### src/rtl/core/rwc_pkg.sv
// shared constants, register codes and pipeline types for the wall column setup block
package rwc_pkg;

  // fixed point layout
  localparam int FRACTION_BITS    = 16;
  localparam int TEXTURE_DIM_BITS = 13;
  localparam int DIR_FRAC         = 14;

  // field widths
  localparam int ROW_W      = 12;
  localparam int DIR_W      = 16;
  localparam int POS_W      = 24;
  localparam int LH_W       = 16;
  localparam int FRAC_W     = FRACTION_BITS;
  localparam int COL_W      = TEXTURE_DIM_BITS;
  localparam int STEP_W     = 28;
  localparam int START_W    = 43;
  localparam int OFFS_W     = LH_W - 1;
  localparam int TEX_SIZE_W = 2 * TEXTURE_DIM_BITS;
  localparam int HIT_W      = DIR_FRAC + FRAC_W;

  // stream widths
  localparam int IN_DATA_W  = 120;
  localparam int IN_USER_W  = 3;
  localparam int OUT_DATA_W = 128;

  // configuration port
  localparam int CFG_ADDR_W = 5;
  localparam int CFG_DATA_W = 32;
  localparam int CFG_IDX_W  = 3;

  // divider layout
  localparam int DIV_W          = 32;
  localparam int DIV_BITS_STAGE = 4;
  localparam int DIV_STAGES     = DIV_W / DIV_BITS_STAGE;

  localparam logic [STEP_W-1:0]     STEP_MAX          = '1;
  localparam logic [ROW_W-1:0]      WINDOW_HEIGHT_RST = 12'd480;
  localparam logic [TEX_SIZE_W-1:0] TEX_SIZE_RST      = 26'd524352;

  localparam logic SIDE_X = 1'b0;
  localparam logic SIDE_Y = 1'b1;

  typedef enum logic [1:0] {
    FACE_DEFAULT = 2'd0,
    FACE_Y_NEG   = 2'd1,
    FACE_X_POS   = 2'd2,
    FACE_X_NEG   = 2'd3
  } face_t;

  typedef enum logic [CFG_IDX_W-1:0] {
    REG_WINDOW_HEIGHT = 3'd0,
    REG_NORTH_SIZE    = 3'd1,
    REG_SOUTH_SIZE    = 3'd2,
    REG_WEST_SIZE     = 3'd3,
    REG_EAST_SIZE     = 3'd4
  } cfg_reg_t;

  typedef logic [TEX_SIZE_W-1:0] tex_size_t;

  typedef struct packed {
    logic [ROW_W-1:0] window_height;
    tex_size_t [3:0]  tex_size;
  } cfg_t;

  // per column fields that ride alongside the divider
  typedef struct packed {
    logic [ROW_W-1:0]  top_row;
    logic [ROW_W-1:0]  bottom_row;
    logic [FRAC_W-1:0] wall_fraction;
    logic [COL_W-1:0]  texture_column;
    logic [1:0]        face_index;
    logic [OFFS_W-1:0] row_offset;
  } col_side_t;

  typedef struct packed {
    col_side_t         side;
    logic [LH_W-1:0]   divisor;
    logic [LH_W-1:0]   rem;
    logic [DIV_W-1:0]  word;
  } div_data_t;

  typedef struct packed {
    logic [1:0]         face_index;
    logic [START_W-1:0] texture_start;
    logic [STEP_W-1:0]  texture_step;
    logic [COL_W-1:0]   texture_column;
    logic [FRAC_W-1:0]  wall_fraction;
    logic [ROW_W-1:0]   bottom_row;
    logic [ROW_W-1:0]   top_row;
  } result_t;

endpackage

### src/rtl/core/rwc_cfg_regs.sv
// configuration register file behind the apb-style port
module rwc_cfg_regs (
  input  logic                             clk,
  input  logic                             rst_n,
  input  logic                             psel,
  input  logic                             penable,
  input  logic                             pwrite,
  input  logic [rwc_pkg::CFG_ADDR_W-1:0]   paddr,
  input  logic [rwc_pkg::CFG_DATA_W-1:0]   pwdata,
  output logic [rwc_pkg::CFG_DATA_W-1:0]   prdata,
  output logic                             pready,
  output rwc_pkg::cfg_t                    cfg
);

  rwc_pkg::cfg_t     cfg_r;
  rwc_pkg::cfg_reg_t idx;
  logic              wr_en;

  assign pready = 1'b1;
  assign idx    = rwc_pkg::cfg_reg_t'(paddr[rwc_pkg::CFG_ADDR_W-1:2]);
  assign wr_en  = psel && penable && pwrite && pready;
  assign cfg    = cfg_r;

  always_ff @(posedge clk) begin
    if (!rst_n) begin
      cfg_r.window_height <= rwc_pkg::WINDOW_HEIGHT_RST;
      cfg_r.tex_size[0]   <= rwc_pkg::TEX_SIZE_RST;
      cfg_r.tex_size[1]   <= rwc_pkg::TEX_SIZE_RST;
      cfg_r.tex_size[2]   <= rwc_pkg::TEX_SIZE_RST;
      cfg_r.tex_size[3]   <= rwc_pkg::TEX_SIZE_RST;
    end else if (wr_en) begin
      case (idx)
        rwc_pkg::REG_WINDOW_HEIGHT:
          cfg_r.window_height <= pwdata[rwc_pkg::ROW_W-1:0];
        rwc_pkg::REG_NORTH_SIZE: cfg_r.tex_size[0] <= pwdata[rwc_pkg::TEX_SIZE_W-1:0];
        rwc_pkg::REG_SOUTH_SIZE: cfg_r.tex_size[1] <= pwdata[rwc_pkg::TEX_SIZE_W-1:0];
        rwc_pkg::REG_WEST_SIZE:  cfg_r.tex_size[2] <= pwdata[rwc_pkg::TEX_SIZE_W-1:0];
        rwc_pkg::REG_EAST_SIZE:  cfg_r.tex_size[3] <= pwdata[rwc_pkg::TEX_SIZE_W-1:0];
        default: ;
      endcase
    end
  end

  always_comb begin
    case (idx)
      rwc_pkg::REG_WINDOW_HEIGHT:
        prdata = rwc_pkg::CFG_DATA_W'(cfg_r.window_height);
      rwc_pkg::REG_NORTH_SIZE: prdata = rwc_pkg::CFG_DATA_W'(cfg_r.tex_size[0]);
      rwc_pkg::REG_SOUTH_SIZE: prdata = rwc_pkg::CFG_DATA_W'(cfg_r.tex_size[1]);
      rwc_pkg::REG_WEST_SIZE:  prdata = rwc_pkg::CFG_DATA_W'(cfg_r.tex_size[2]);
      rwc_pkg::REG_EAST_SIZE:  prdata = rwc_pkg::CFG_DATA_W'(cfg_r.tex_size[3]);
      default:                 prdata = '0;
    endcase
  end

endmodule

### src/rtl/core/rwc_front.sv
// front stages: row clamping, wall hit fraction, face and texture column
module rwc_front (
  input  logic                             clk,
  input  logic                             rst_n,
  input  rwc_pkg::cfg_t                    cfg,
  input  logic                             in_valid,
  output logic                             in_ready,
  input  logic                             hit_side,
  input  logic signed [rwc_pkg::DIR_W-1:0] dir_x,
  input  logic signed [rwc_pkg::DIR_W-1:0] dir_y,
  input  logic [rwc_pkg::POS_W-1:0]        perp_distance,
  input  logic [rwc_pkg::POS_W-1:0]        player_x,
  input  logic [rwc_pkg::POS_W-1:0]        player_y,
  input  logic [rwc_pkg::LH_W-1:0]         slice_rows,
  input  logic [1:0]                       texture_select,
  output logic                             out_valid,
  input  logic                             out_ready,
  output rwc_pkg::div_data_t               out_data
);

  localparam int PROD_W = rwc_pkg::POS_W + 1 + rwc_pkg::DIR_W;
  localparam int CPROD_W = rwc_pkg::FRAC_W + rwc_pkg::COL_W;

  // stage 1 combinational
  logic [rwc_pkg::ROW_W-2:0]         half_wy;
  logic [rwc_pkg::LH_W-2:0]          half_lh;
  logic signed [rwc_pkg::LH_W:0]     start_diff;
  logic [rwc_pkg::LH_W:0]            start_neg_diff;
  logic                              start_neg;
  logic                              start_clamp;
  logic [rwc_pkg::LH_W-1:0]          end_sum;
  logic [rwc_pkg::POS_W-1:0]         hit_pos;
  logic signed [rwc_pkg::DIR_W-1:0]  hit_dir;
  logic signed [PROD_W-1:0]          hit_prod;
  logic [rwc_pkg::HIT_W-1:0]         hit_sum;
  rwc_pkg::tex_size_t                tsize;
  rwc_pkg::face_t                    face;

  logic [rwc_pkg::ROW_W-1:0]         start_nxt, end_nxt;
  logic [rwc_pkg::FRAC_W-1:0]        frac_nxt;
  logic [rwc_pkg::OFFS_W-1:0]        offs_nxt;
  logic                              mirror_nxt;

  // stage 1 registers
  logic                              s1_valid_r;
  logic [rwc_pkg::ROW_W-1:0]         s1_start_r, s1_end_r;
  logic [rwc_pkg::FRAC_W-1:0]        s1_frac_r;
  logic [1:0]                        s1_face_r;
  logic                              s1_mirror_r;
  logic [rwc_pkg::COL_W-1:0]         s1_width_r;
  logic [rwc_pkg::COL_W-1:0]         s1_height_r;
  logic [rwc_pkg::LH_W-1:0]          s1_lh_r;
  logic [rwc_pkg::OFFS_W-1:0]        s1_offs_r;
  logic                              s1_ready;

  // stage 2
  logic [CPROD_W-1:0]                col_prod;
  logic [rwc_pkg::COL_W-1:0]         col_raw;
  rwc_pkg::div_data_t                s2_nxt;
  rwc_pkg::div_data_t                s2_data_r;
  logic                              s2_valid_r;
  logic                              s2_ready;

  assign s2_ready = !s2_valid_r || out_ready;
  assign s1_ready = !s1_valid_r || s2_ready;
  assign in_ready = s1_ready;

  always_comb begin
    half_wy        = cfg.window_height[rwc_pkg::ROW_W-1:1];
    half_lh        = slice_rows[rwc_pkg::LH_W-1:1];
    start_diff     = $signed({6'b0, half_wy}) - $signed({2'b0, half_lh});
    start_neg_diff = (rwc_pkg::LH_W+1)'(0) - start_diff;
    start_neg      = start_diff[rwc_pkg::LH_W];
    start_clamp    = start_neg ||
                     (start_diff[rwc_pkg::LH_W-1:0] > {4'b0, cfg.window_height});
    start_nxt      = start_clamp ? '0 : start_diff[rwc_pkg::ROW_W-1:0];
    // texture offset is nonzero only when the slice runs off the top
    offs_nxt       = start_neg ? start_neg_diff[rwc_pkg::OFFS_W-1:0] : '0;

    end_sum = {1'b0, half_lh} + {5'b0, half_wy};
    end_nxt = (end_sum >= {4'b0, cfg.window_height}) ? cfg.window_height - 12'd1
                                                     : end_sum[rwc_pkg::ROW_W-1:0];

    // hit coordinate along the wall
    hit_pos  = (hit_side == rwc_pkg::SIDE_X) ? player_y : player_x;
    hit_dir  = (hit_side == rwc_pkg::SIDE_X) ? dir_y : dir_x;
    hit_prod = PROD_W'($signed({1'b0, perp_distance})) * PROD_W'(hit_dir);
    hit_sum  = {hit_pos[rwc_pkg::FRAC_W-1:0], {rwc_pkg::DIR_FRAC{1'b0}}} +
               hit_prod[rwc_pkg::HIT_W-1:0];
    frac_nxt = hit_sum[rwc_pkg::HIT_W-1:rwc_pkg::DIR_FRAC];

    tsize = cfg.tex_size[texture_select];

    mirror_nxt = ((hit_side == rwc_pkg::SIDE_X) && (dir_x > 0)) ||
                 ((hit_side == rwc_pkg::SIDE_Y) && (dir_y < 0));

    if (hit_side == rwc_pkg::SIDE_X) begin
      if (dir_x < 0) begin
        face = rwc_pkg::FACE_X_NEG;
      end else if (dir_x > 0) begin
        face = rwc_pkg::FACE_X_POS;
      end else begin
        face = rwc_pkg::FACE_DEFAULT;
      end
    end else begin
      face = (dir_y < 0) ? rwc_pkg::FACE_Y_NEG : rwc_pkg::FACE_DEFAULT;
    end
  end

  always_ff @(posedge clk) begin
    if (!rst_n) begin
      s1_valid_r <= 1'b0;
    end else if (s1_ready) begin
      s1_valid_r <= in_valid;
    end
  end

  always_ff @(posedge clk) begin
    if (s1_ready && in_valid) begin
      s1_start_r  <= start_nxt;
      s1_end_r    <= end_nxt;
      s1_frac_r   <= frac_nxt;
      s1_face_r   <= face;
      s1_mirror_r <= mirror_nxt;
      s1_width_r  <= tsize[rwc_pkg::TEXTURE_DIM_BITS-1:0];
      s1_height_r <= tsize[rwc_pkg::TEX_SIZE_W-1:rwc_pkg::TEXTURE_DIM_BITS];
      s1_lh_r     <= slice_rows;
      s1_offs_r   <= offs_nxt;
    end
  end

  // texture column with mirror flip, then seed the divider
  always_comb begin
    col_prod = CPROD_W'(s1_frac_r) * CPROD_W'(s1_width_r);
    col_raw  = col_prod[CPROD_W-1:rwc_pkg::FRACTION_BITS];
    s2_nxt.side.top_row        = s1_start_r;
    s2_nxt.side.bottom_row     = s1_end_r;
    s2_nxt.side.wall_fraction  = s1_frac_r;
    s2_nxt.side.texture_column = s1_mirror_r ? (s1_width_r - col_raw - 13'd1) : col_raw;
    s2_nxt.side.face_index     = s1_face_r;
    s2_nxt.side.row_offset     = s1_offs_r;
    s2_nxt.divisor             = s1_lh_r;
    s2_nxt.rem                 = '0;
    s2_nxt.word = rwc_pkg::DIV_W'({s1_height_r, {rwc_pkg::FRACTION_BITS{1'b0}}});
  end

  always_ff @(posedge clk) begin
    if (!rst_n) begin
      s2_valid_r <= 1'b0;
    end else if (s2_ready) begin
      s2_valid_r <= s1_valid_r;
    end
  end

  always_ff @(posedge clk) begin
    if (s2_ready && s1_valid_r) begin
      s2_data_r <= s2_nxt;
    end
  end

  assign out_valid = s2_valid_r;
  assign out_data  = s2_data_r;

endmodule

### src/rtl/core/rwc_div_stage.sv
// one stage of the pipelined restoring divider, a few quotient bits per stage
module rwc_div_stage (
  input  logic               clk,
  input  logic               rst_n,
  input  logic               in_valid,
  output logic               in_ready,
  input  rwc_pkg::div_data_t in_data,
  output logic               out_valid,
  input  logic               out_ready,
  output rwc_pkg::div_data_t out_data
);

  logic [rwc_pkg::LH_W-1:0]  rem;
  logic [rwc_pkg::LH_W:0]    trial;
  logic [rwc_pkg::DIV_W-1:0] word;
  rwc_pkg::div_data_t        data_nxt;
  rwc_pkg::div_data_t        data_r;
  logic                      valid_r;

  assign in_ready = !valid_r || out_ready;

  always_comb begin
    rem  = in_data.rem;
    word = in_data.word;
    for (int i = 0; i < rwc_pkg::DIV_BITS_STAGE; i++) begin
      trial = {rem, word[rwc_pkg::DIV_W-1]};
      word  = {word[rwc_pkg::DIV_W-2:0], 1'b0};
      if (trial >= {1'b0, in_data.divisor}) begin
        trial   = trial - {1'b0, in_data.divisor};
        word[0] = 1'b1;
      end
      rem = trial[rwc_pkg::LH_W-1:0];
    end
    data_nxt      = in_data;
    data_nxt.rem  = rem;
    data_nxt.word = word;
  end

  always_ff @(posedge clk) begin
    if (!rst_n) begin
      valid_r <= 1'b0;
    end else if (in_ready) begin
      valid_r <= in_valid;
    end
  end

  always_ff @(posedge clk) begin
    if (in_ready && in_valid) begin
      data_r <= data_nxt;
    end
  end

  assign out_valid = valid_r;
  assign out_data  = data_r;

endmodule

### src/rtl/core/rwc_tail.sv
// step saturation, starting texture row and the output register
module rwc_tail (
  input  logic               clk,
  input  logic               rst_n,
  input  logic               in_valid,
  output logic               in_ready,
  input  rwc_pkg::div_data_t in_data,
  output logic               out_valid,
  input  logic               out_ready,
  output rwc_pkg::result_t   out_result
);

  logic [rwc_pkg::STEP_W-1:0]  step;
  logic [rwc_pkg::START_W-1:0] tstart;
  rwc_pkg::result_t            result_nxt;
  rwc_pkg::result_t            result_r;
  logic                        valid_r;

  assign in_ready = !valid_r || out_ready;

  always_comb begin
    // zero divisor leaves an all-ones quotient, so it saturates here too
    step   = (|in_data.word[rwc_pkg::DIV_W-1:rwc_pkg::STEP_W]) ? rwc_pkg::STEP_MAX
                                                               : in_data.word[rwc_pkg::STEP_W-1:0];
    tstart = rwc_pkg::START_W'(in_data.side.row_offset) * rwc_pkg::START_W'(step);
    result_nxt.face_index     = in_data.side.face_index;
    result_nxt.texture_start  = tstart;
    result_nxt.texture_step   = step;
    result_nxt.texture_column = in_data.side.texture_column;
    result_nxt.wall_fraction  = in_data.side.wall_fraction;
    result_nxt.bottom_row     = in_data.side.bottom_row;
    result_nxt.top_row        = in_data.side.top_row;
  end

  always_ff @(posedge clk) begin
    if (!rst_n) begin
      valid_r <= 1'b0;
    end else if (in_ready) begin
      valid_r <= in_valid;
    end
  end

  always_ff @(posedge clk) begin
    if (in_ready && in_valid) begin
      result_r <= result_nxt;
    end
  end

  assign out_valid  = valid_r;
  assign out_result = result_r;

endmodule

### src/rtl/core/raycast_wall_column_texture_setup_top.sv
// top level of the textured wall column setup pipeline
// depth: 2 front, 8 divider and 1 tail register stages; every stage has its own valid bit
// throughput: one column per cycle while out_tready is high; every stage has skid-free ready
// the 8-stage divider (4 quotient bits per stage) for texture_step sets the depth
// reset: rst_n synchronous active low clears all valid bits and loads register defaults
// (window height 480, all four textures 64x64); no memory clearing pass
module raycast_wall_column_texture_setup_top (
  input  logic                               clk,
  input  logic                               rst_n,
  // input stream
  input  logic                               in_tvalid,
  output logic                               in_tready,
  // dir_x[15:0], dir_y[31:16], perp_distance[55:32], player_x[79:56],
  // player_y[103:80], slice rows[119:104]
  input  logic [rwc_pkg::IN_DATA_W-1:0]      in_tdata,
  // hit_side[0], texture_select[2:1]
  input  logic [rwc_pkg::IN_USER_W-1:0]      in_tuser,
  // result stream
  output logic                               out_tvalid,
  input  logic                               out_tready,
  // top row[11:0], bottom row[23:12], wall_fraction[39:24], texture_column[52:40],
  // texture_step[80:53], texture_start[123:81], face_index[125:124], zero pad above
  output logic [rwc_pkg::OUT_DATA_W-1:0]     out_tdata,
  // configuration port
  input  logic                               cfg_psel,
  input  logic                               cfg_penable,
  input  logic                               cfg_pwrite,
  input  logic [rwc_pkg::CFG_ADDR_W-1:0]     cfg_paddr,
  input  logic [rwc_pkg::CFG_DATA_W-1:0]     cfg_pwdata,
  output logic [rwc_pkg::CFG_DATA_W-1:0]     cfg_prdata,
  output logic                               cfg_pready
);

  rwc_pkg::cfg_t              cfg;
  logic [rwc_pkg::DIV_STAGES:0] div_valid;
  logic [rwc_pkg::DIV_STAGES:0] div_ready;
  rwc_pkg::div_data_t         div_data [rwc_pkg::DIV_STAGES+1];
  rwc_pkg::result_t           result;

  // register file
  rwc_cfg_regs u_cfg (
    .clk     (clk),
    .rst_n   (rst_n),
    .psel    (cfg_psel),
    .penable (cfg_penable),
    .pwrite  (cfg_pwrite),
    .paddr   (cfg_paddr),
    .pwdata  (cfg_pwdata),
    .prdata  (cfg_prdata),
    .pready  (cfg_pready),
    .cfg     (cfg)
  );

  // rows, hit fraction, face, texture column; seeds the divider
  rwc_front u_front (
    .clk            (clk),
    .rst_n          (rst_n),
    .cfg            (cfg),
    .in_valid       (in_tvalid),
    .in_ready       (in_tready),
    .hit_side       (in_tuser[0]),
    .dir_x          (in_tdata[15:0]),
    .dir_y          (in_tdata[31:16]),
    .perp_distance  (in_tdata[55:32]),
    .player_x       (in_tdata[79:56]),
    .player_y       (in_tdata[103:80]),
    .slice_rows     (in_tdata[119:104]),
    .texture_select (in_tuser[2:1]),
    .out_valid      (div_valid[0]),
    .out_ready      (div_ready[0]),
    .out_data       (div_data[0])
  );

  // (height << 16) / slice rows, column fields ride along
  for (genvar g = 0; g < rwc_pkg::DIV_STAGES; g++) begin : g_div
    rwc_div_stage u_stage (
      .clk       (clk),
      .rst_n     (rst_n),
      .in_valid  (div_valid[g]),
      .in_ready  (div_ready[g]),
      .in_data   (div_data[g]),
      .out_valid (div_valid[g+1]),
      .out_ready (div_ready[g+1]),
      .out_data  (div_data[g+1])
    );
  end

  // saturate step, starting texture row, output register
  rwc_tail u_tail (
    .clk        (clk),
    .rst_n      (rst_n),
    .in_valid   (div_valid[rwc_pkg::DIV_STAGES]),
    .in_ready   (div_ready[rwc_pkg::DIV_STAGES]),
    .in_data    (div_data[rwc_pkg::DIV_STAGES]),
    .out_valid  (out_tvalid),
    .out_ready  (out_tready),
    .out_result (result)
  );

  assign out_tdata = {2'b0, result};

`ifndef NO_ASSERTIONS
  // a zero slice height must come out of the divider as an all-ones quotient
  a_div_zero: assert property (@(posedge clk) disable iff (!rst_n)
    (div_valid[rwc_pkg::DIV_STAGES] && (div_data[rwc_pkg::DIV_STAGES].divisor == '0))
      |-> (&div_data[rwc_pkg::DIV_STAGES].word))
    else $error("divider: zero divisor did not saturate");

  // a nonzero starting texture row only happens when the slice is clipped at the top
  a_start_clip: assert property (@(posedge clk) disable iff (!rst_n)
    (out_tvalid && (result.texture_start != '0)) |-> (result.top_row == '0))
    else $error("texture start set on an unclipped slice");

  // clamped rows keep their order
  a_row_order: assert property (@(posedge clk) disable iff (!rst_n)
    out_tvalid |-> (result.top_row <= result.bottom_row))
    else $error("top row past bottom row");

  // reset empties the pipeline
  a_reset_empty: assert property (@(posedge clk)
    !rst_n |=> !out_tvalid)
    else $error("result valid right after reset");
`endif

endmodule
### config.mk
export PLATFORM = sky130hd
export DESIGN_NAME = raycast_wall_column_texture_setup_top
export DESIGN_NICKNAME = d
export VERILOG_FILES = /design/src/rtl/core/rwc_pkg.sv /design/src/rtl/core/rwc_cfg_regs.sv /design/src/rtl/core/rwc_front.sv /design/src/rtl/core/rwc_div_stage.sv /design/src/rtl/core/rwc_tail.sv /design/src/rtl/core/raycast_wall_column_texture_setup_top.sv
export SDC_FILE = /design/constraint.sdc
export NUM_CORES = 2
export LEC_CHECK = 0
export BUFFER_PORTS_ARGS = -buffer_cell sky130_fd_sc_hd__clkbuf_2
export CORE_ASPECT_RATIO = 1.75
export CORE_UTILIZATION = 50
export DETAILED_ROUTE_END_ITERATION = 16
export PLACE_DENSITY = 0.7
export SLEW_MARGIN = 20
export SYNTH_ARGS = -nofsm -noshare
export SYNTH_HDL_FRONTEND = slang
export SYNTH_SLANG_ARGS = --single-unit
### constraint.sdc
create_clock -name clk -period 14.6 [get_ports clk]
set_clock_uncertainty 0.05 [all_clocks]
set_input_delay 2.92 -clock clk [delete_from_list [all_inputs] [get_ports clk]]
set_output_delay 2.92 -clock clk [all_outputs]
set_load 0.005 [all_outputs]
# [Yosys cells after proc, flatten, opt, wreduce, memory -nomap -nowiden]
# Index checks and enable logic that the tools add are counted.
[word_totals] regBits=1404 inputBits=167 output_inout_bits=163 elab_cells=318
[op_classes] addsub=38 n_mul=3 magnitude_cmp=38 eq_ne=4 mux=75 bitwise_logic=1 n_reduce_logical=46
[op_table] cell="2-to-1 mux 16 bit" count=33
[op_table] cell="greater-or-equal comparator 17 x 16 -> 1 bit" count=31
[op_table] cell="subtractor 16 bit" count=30
[op_table] cell="case mux 26 bit (5 select lines)" count=1
[op_table] cell="binary-select mux 26 bit (select 2 bit)" count=1
[op_table] cell="multiplier 15 x 28 -> 43 bit" count=1
[op_table] cell="2-to-1 mux 1 bit" count=33
[op_table] cell="less-than comparator 16 x 1 -> 1 bit (second input constant)" count=2
[op_table] cell="adder 30 bit" count=1
[op_table] cell="multiplier 25 x 16 -> 30 bit" count=1
[op_table] cell="multiplier 16 x 13 -> 29 bit" count=1
[op_table] cell="2-to-1 mux 28 bit" count=1
[op_table] cell="2-to-1 mux 26 bit" count=1
[op_table] cell="adder 15 x 11 -> 16 bit" count=1
[op_table] cell="greater-or-equal comparator 1 x 16 -> 1 bit (first input constant)" count=1
[op_table] cell="greater-or-equal comparator 16 x 12 -> 1 bit" count=1
[op_table] cell="greater-than comparator 16 x 1 -> 1 bit (second input constant)" count=1
[op_table] cell="greater-than comparator 16 x 12 -> 1 bit" count=1
[op_table] cell="subtractor 1 x 16 -> 16 bit (first input constant)" count=1
[op_table] cell="subtractor 11 x 15 -> 16 bit" count=1
[op_table] cell="logical AND 1 bit" count=15
[op_table] cell="subtractor 1 x 15 -> 15 bit (first input constant)" count=1
[op_table] cell="logical OR 1 bit" count=13
[op_table] cell="2-to-1 mux 13 bit" count=1
[op_table] cell="14 further kinds" count=31

# [Depth between registers and ports, before layout]
[depth] word_depth=13 depth_mapped=51 ltp_nobuf=47

# [By module]
# A second synthesis with hierarchy kept.
[unflattened] hier_cells=10238 area_unflattened_um2=113423.8
[by_module_without_submodules] mod="rwc_div_stage" n_inst=8 cells_each=666 area_each_um2=7942.6 seq_area_each_um2=4043.9
[by_module_without_submodules] mod="rwc_front" n_inst=1 cells_each=2615 area_each_um2=26847.0 seq_area_each_um2=6015.8
[by_module_without_submodules] mod="rwc_tail" n_inst=1 cells_each=1750 area_each_um2=17780.8 seq_area_each_um2=3803.6
[by_module_without_submodules] mod="rwc_cfg_regs" n_inst=1 cells_each=542 area_each_um2=5236.3 seq_area_each_um2=2322.2
[by_module_without_submodules] mod="raycast_wall_column_texture_setup_top" n_inst=1 cells_each=3 area_each_um2=18.8 seq_area_each_um2=0.0

# [Least setup slack after synthesis]
# Ideal clock, no wire load.
[synth_timing] path_kind="in2reg" startpoint="in out_tready" endpoint="reg g_div[0].u_stage.data_r, in the netlist g_div[0].u_stage.out_data[0], enable pin" setup_time_ns=0.776 arrival_time_ns=12.353 t_required_ns=13.774 setup_slack_ns=1.422 stages=6 path_buffers=0 cell_sequence="nor2b_1 -> and3_1 -> and3_1 -> and2_1 -> and3_1 -> a21boi_0"
[synth_via] elab_chain_cells=10
[synth_lines] element="from (decl)" line="raycast_wall_column_texture_setup_top.sv:20" rtl="input logic out_tready,"
[synth_lines] element="logical OR 1 bit" line="rwc_tail.sv:19" rtl="assign in_ready = !valid_r || out_ready;"
[synth_lines] element="logical OR 1 bit (8 in a row)" line="rwc_div_stage.sv:20" rtl="assign in_ready = !valid_r || out_ready;"
[synth_lines] element="logical AND 1 bit" line="rwc_div_stage.sv:48" rtl="if (in_ready && in_valid) begin"
[synth_lines] element="to (signal assigned)" line="rwc_div_stage.sv:49" rtl="data_r <= data_nxt;"
[synth_lines] element="to (decl)" line="rwc_div_stage.sv:17" rtl="rwc_pkg::div_data_t data_r;"
# Every way passes these cells.
# A chain may end at the register's enable or synchronous reset.

==> impl_metrics.ini <==
[status]
outcome = finished, final reports clean

[yosys]
synth-warning-count = 0
avgSynthCellArea_sq_um = 10.89
ys_types = 96
async_reset_ff_frac = 0
synth_edf_count = 1277
synth_top_area_cell = edfxtp_1
synth_area_leaders = edfxtp_1 (37%), fa_1 (15%), ha_1 (9.7%)
yosys-top-cells-count = edfxtp_1 (1277), nand2_1 (1136), inv_1 (1077)
synth_seq_cells = 1404
synth-main-ff-cell = edfxtp_1
synth_top_area_frac = 0.3677
syn_area_sq_mm = 0.1043
synth_cells = 9578
seq_area_frac_synth = 0.3920
synth_most_common_cell = edfxtp_1

[placed_design]
post-place-ws_ns = 1.679
placed_area_sq_mm = 0.1088
hpwl_mm = 210.7
io_buffers = 296
gp_congestion = 0.9985

[worst_hold_path]
hold_class = register to register
hold_depth = 0
hp-start = g_div[1].u_stage.out_data[80]$_DFFE_PP_

[sta]
drv_slew = 0
rsz0062_at_grt = false
finalCritPeriodShare = 0.9090
worst_slew_pin_slew_ns = 1.259
min_period_ns = 13.27
relSlewSlack = 0.1602
fmax_mhz = 75.35
tns_ns = 0
hold_violations = 0
setup_viol = 0
holdWs_ns = 0.3083
worst_slack_ns = 1.328

[setup_path]
max_stage_delay_ns = 0.76
crit_path_end_kind = register
reg2regPathDepth = 46
critPathLaunchType = register
cp_max_fo = 20
crit_type = register to register
cp.arrival_ns = 13.69
crit_top_cell = a21oi_1
worstReg2RegStart = g_div[2].u_stage.out_data[49]$_DFFE_PP_
crit_path_start = g_div[2].u_stage.out_data[49]$_DFFE_PP_
cp_data_required_time_ns = 15.02
crit_slowest_cell = o41ai_1

[clock_network]
cts_root_buffer = clkbuf_16
numCtsBuffers = 144
cts.sinks = 1404
postCtsSetupBuffers = 0
clockBufferDepth = 4
cts_hold_buf = 0
clk_latency_ns = 0.82
cts_tree = yes
cts_resized = 0
cts.htree.levels = 4
clk_pin_slew_worst_paths_ns = 0.06

[global_routing]
antenna_found_initial = 8
grt_pass1_vias = 77480
grt_pass1_wl_mm = 418.5
grt.overflow.total = 0
grt_use_total = 0.2563
grt_max_degree = 131

[floorplanning]
core_area_sq_mm = 0.2071
initial_core_util = 0.5036
dieWidth_um = 347.3
num_rows = 221
die-area_sq_mm = 0.2105
die_y_um = 606.2
pin_count = 330

[pwr]
p_per_area_mw_per_mm2 = 197.5
irDropWorstVdd_mv = 0.5668
p_leak_nw = 47.07
finalPower_mw = 22.45

[routing]
antenna_left = 0
drcViolationCount = 0
vias_per_cell = 5.798
drt_pass1_iterations = 8
drt_wl_total_mm = 270.5
vias = 73140
drt_iter0_markers = 4367
routedWlPerCell_um = 21.44

[finish]
area_growth_pct = 8.942
drive_above_1_share = 0.1018
fillCellCount = 17580
final_area_sq_mm = 0.1136
nets = 11600

[run]
cap_violations = 0
-- per-layer routing --
| layer | vias to the layer above | GRT usage | routed length (um) |
|---|---|---|---|
| li1 | 33650 | - | - |
| met1 | 36010 | 0.2477 | 89220 |
| met2 | 2464 | 0.4858 | 144600 |
| met3 | 1022 | 0.03314 | 12300 |
| met4 | 2 | 0.2025 | 24340 |
| met5 | - | 0 | 10 |
-- registers in the layout, summed over array words and instances, names as in the netlist --
name                     count
u_front.s1_lh_r             16
u_front.s1_end_r            12
u_front.s1_frac_r           16
u_cfg.cfg                  116
g_div.u_stage.out_valid      8
u_front.s1_mirror_r          1
u_front.out_data            99
u_front.s1_valid_r           1
u_front.s1_start_r          12
u_front.out_valid            1
u_tail.out_result          126
u_tail.out_valid             1
g_div.u_stage.out_data     952
u_front.s1_offs_r           15
u_front.s1_face_r            2
u_front.s1_width_r          13
u_front.s1_height_r         13
-- kinds of logic (layout without fill, tap and decap cells) --
logic type | Yosys count | after routing | share of synthesized area
xor+xnor | 465 | 465 | 0.03905
flops | 1404 | 1404 | 0.3920
other cells | 2 | 19 | 0.00007201
compound gates | 1665 | 1665 | 0.1053
fa+ha+maj | 1595 | 1595 | 0.2479
simple gates | 2706 | 2706 | 0.1242
mux | 361 | 361 | 0.04099
buf+inv | 1380 | 1724 | 0.05035
-- through the flow --
step	cells	utilization
2_1_floorplan	9593	-
3_3_place_gp	12360	0.5255
3_5_place_dp	12360	0.5255
4_1_cts	12610	0.5481
5_1_grt	12620	0.5486
6_report	12620	0.5486
-- cell type report --
class                           instances  area [sq um]  area share
Multi-Input combinational cell       6809         58360      0.5137
Tap cell                             2676          3348     0.02947
Clock inverter                         84         942.2    0.008292
Timing Repair Buffer                  391          2278     0.02005
Clock buffer                          164          3725     0.03278
Inverter                             1085          4073     0.03584
Antenna cell                            2         5.005  0.00004405
Sequential cell                      1404         40890      0.3599
-- where the power goes --
group | internal [mW] | leakage, nW | switching, mW
clock network | 2.12 | 2.28 | 1.58
registers | 4.99 | 12.6 | 0.177
logic | 5.87 | 32.2 | 7.70
-- layout by cell type (no fill, tap or decap), types with 45 or more instances in the layout --
master / count
a211oi_1: 45
a21boi_0: 130
a21o_1: 170
a21oi_1: 428
and2_1: 335
and3_1: 45
buf_4: 88
clkbuf_16: 145
clkbuf_2: 296
dfxtp_1: 127
edfxtp_1: 1277
fa_1: 786
ha_1: 809
inv_1: 1077
mux2_2: 265
mux2i_1: 65
nand2_1: 1136
nand2b_1: 100
nand3_1: 105
nand4_1: 90
nor2_1: 379
nor2b_1: 178
nor3_1: 144
o211ai_1: 61
o21a_1: 127
o21ai_0: 295
o21bai_1: 54
or3_1: 46
xnor2_1: 327
xor2_1: 138
-- final timing paths --
| path | end | slack (ns) |
|---|---|---|
| max reg2reg | g_div[3].u_stage.out_data[43]$_DFFE_PP_ | 1.33 |
| min | g_div[2].u_stage.out_data[80]$_DFFE_PP_ | 0.31 |
| min reg2reg | g_div[2].u_stage.out_data[80]$_DFFE_PP_ | 0.31 |
| max | g_div[3].u_stage.out_data[43]$_DFFE_PP_ | 1.33 |
-- critical path: cells and delay by family (launching register included) --
kind	cells	cell delay, ns
AND/OR/NAND/NOR	8	2.01
adder cells (fa/ha/maj)	4	1.32
multiplexers	1	0.33
buffers and inverters	6	1.27
flip-flops	1	0.50
AO/OA/AOI/OAI	27	7.44
(Power assumes the default switching activity.)
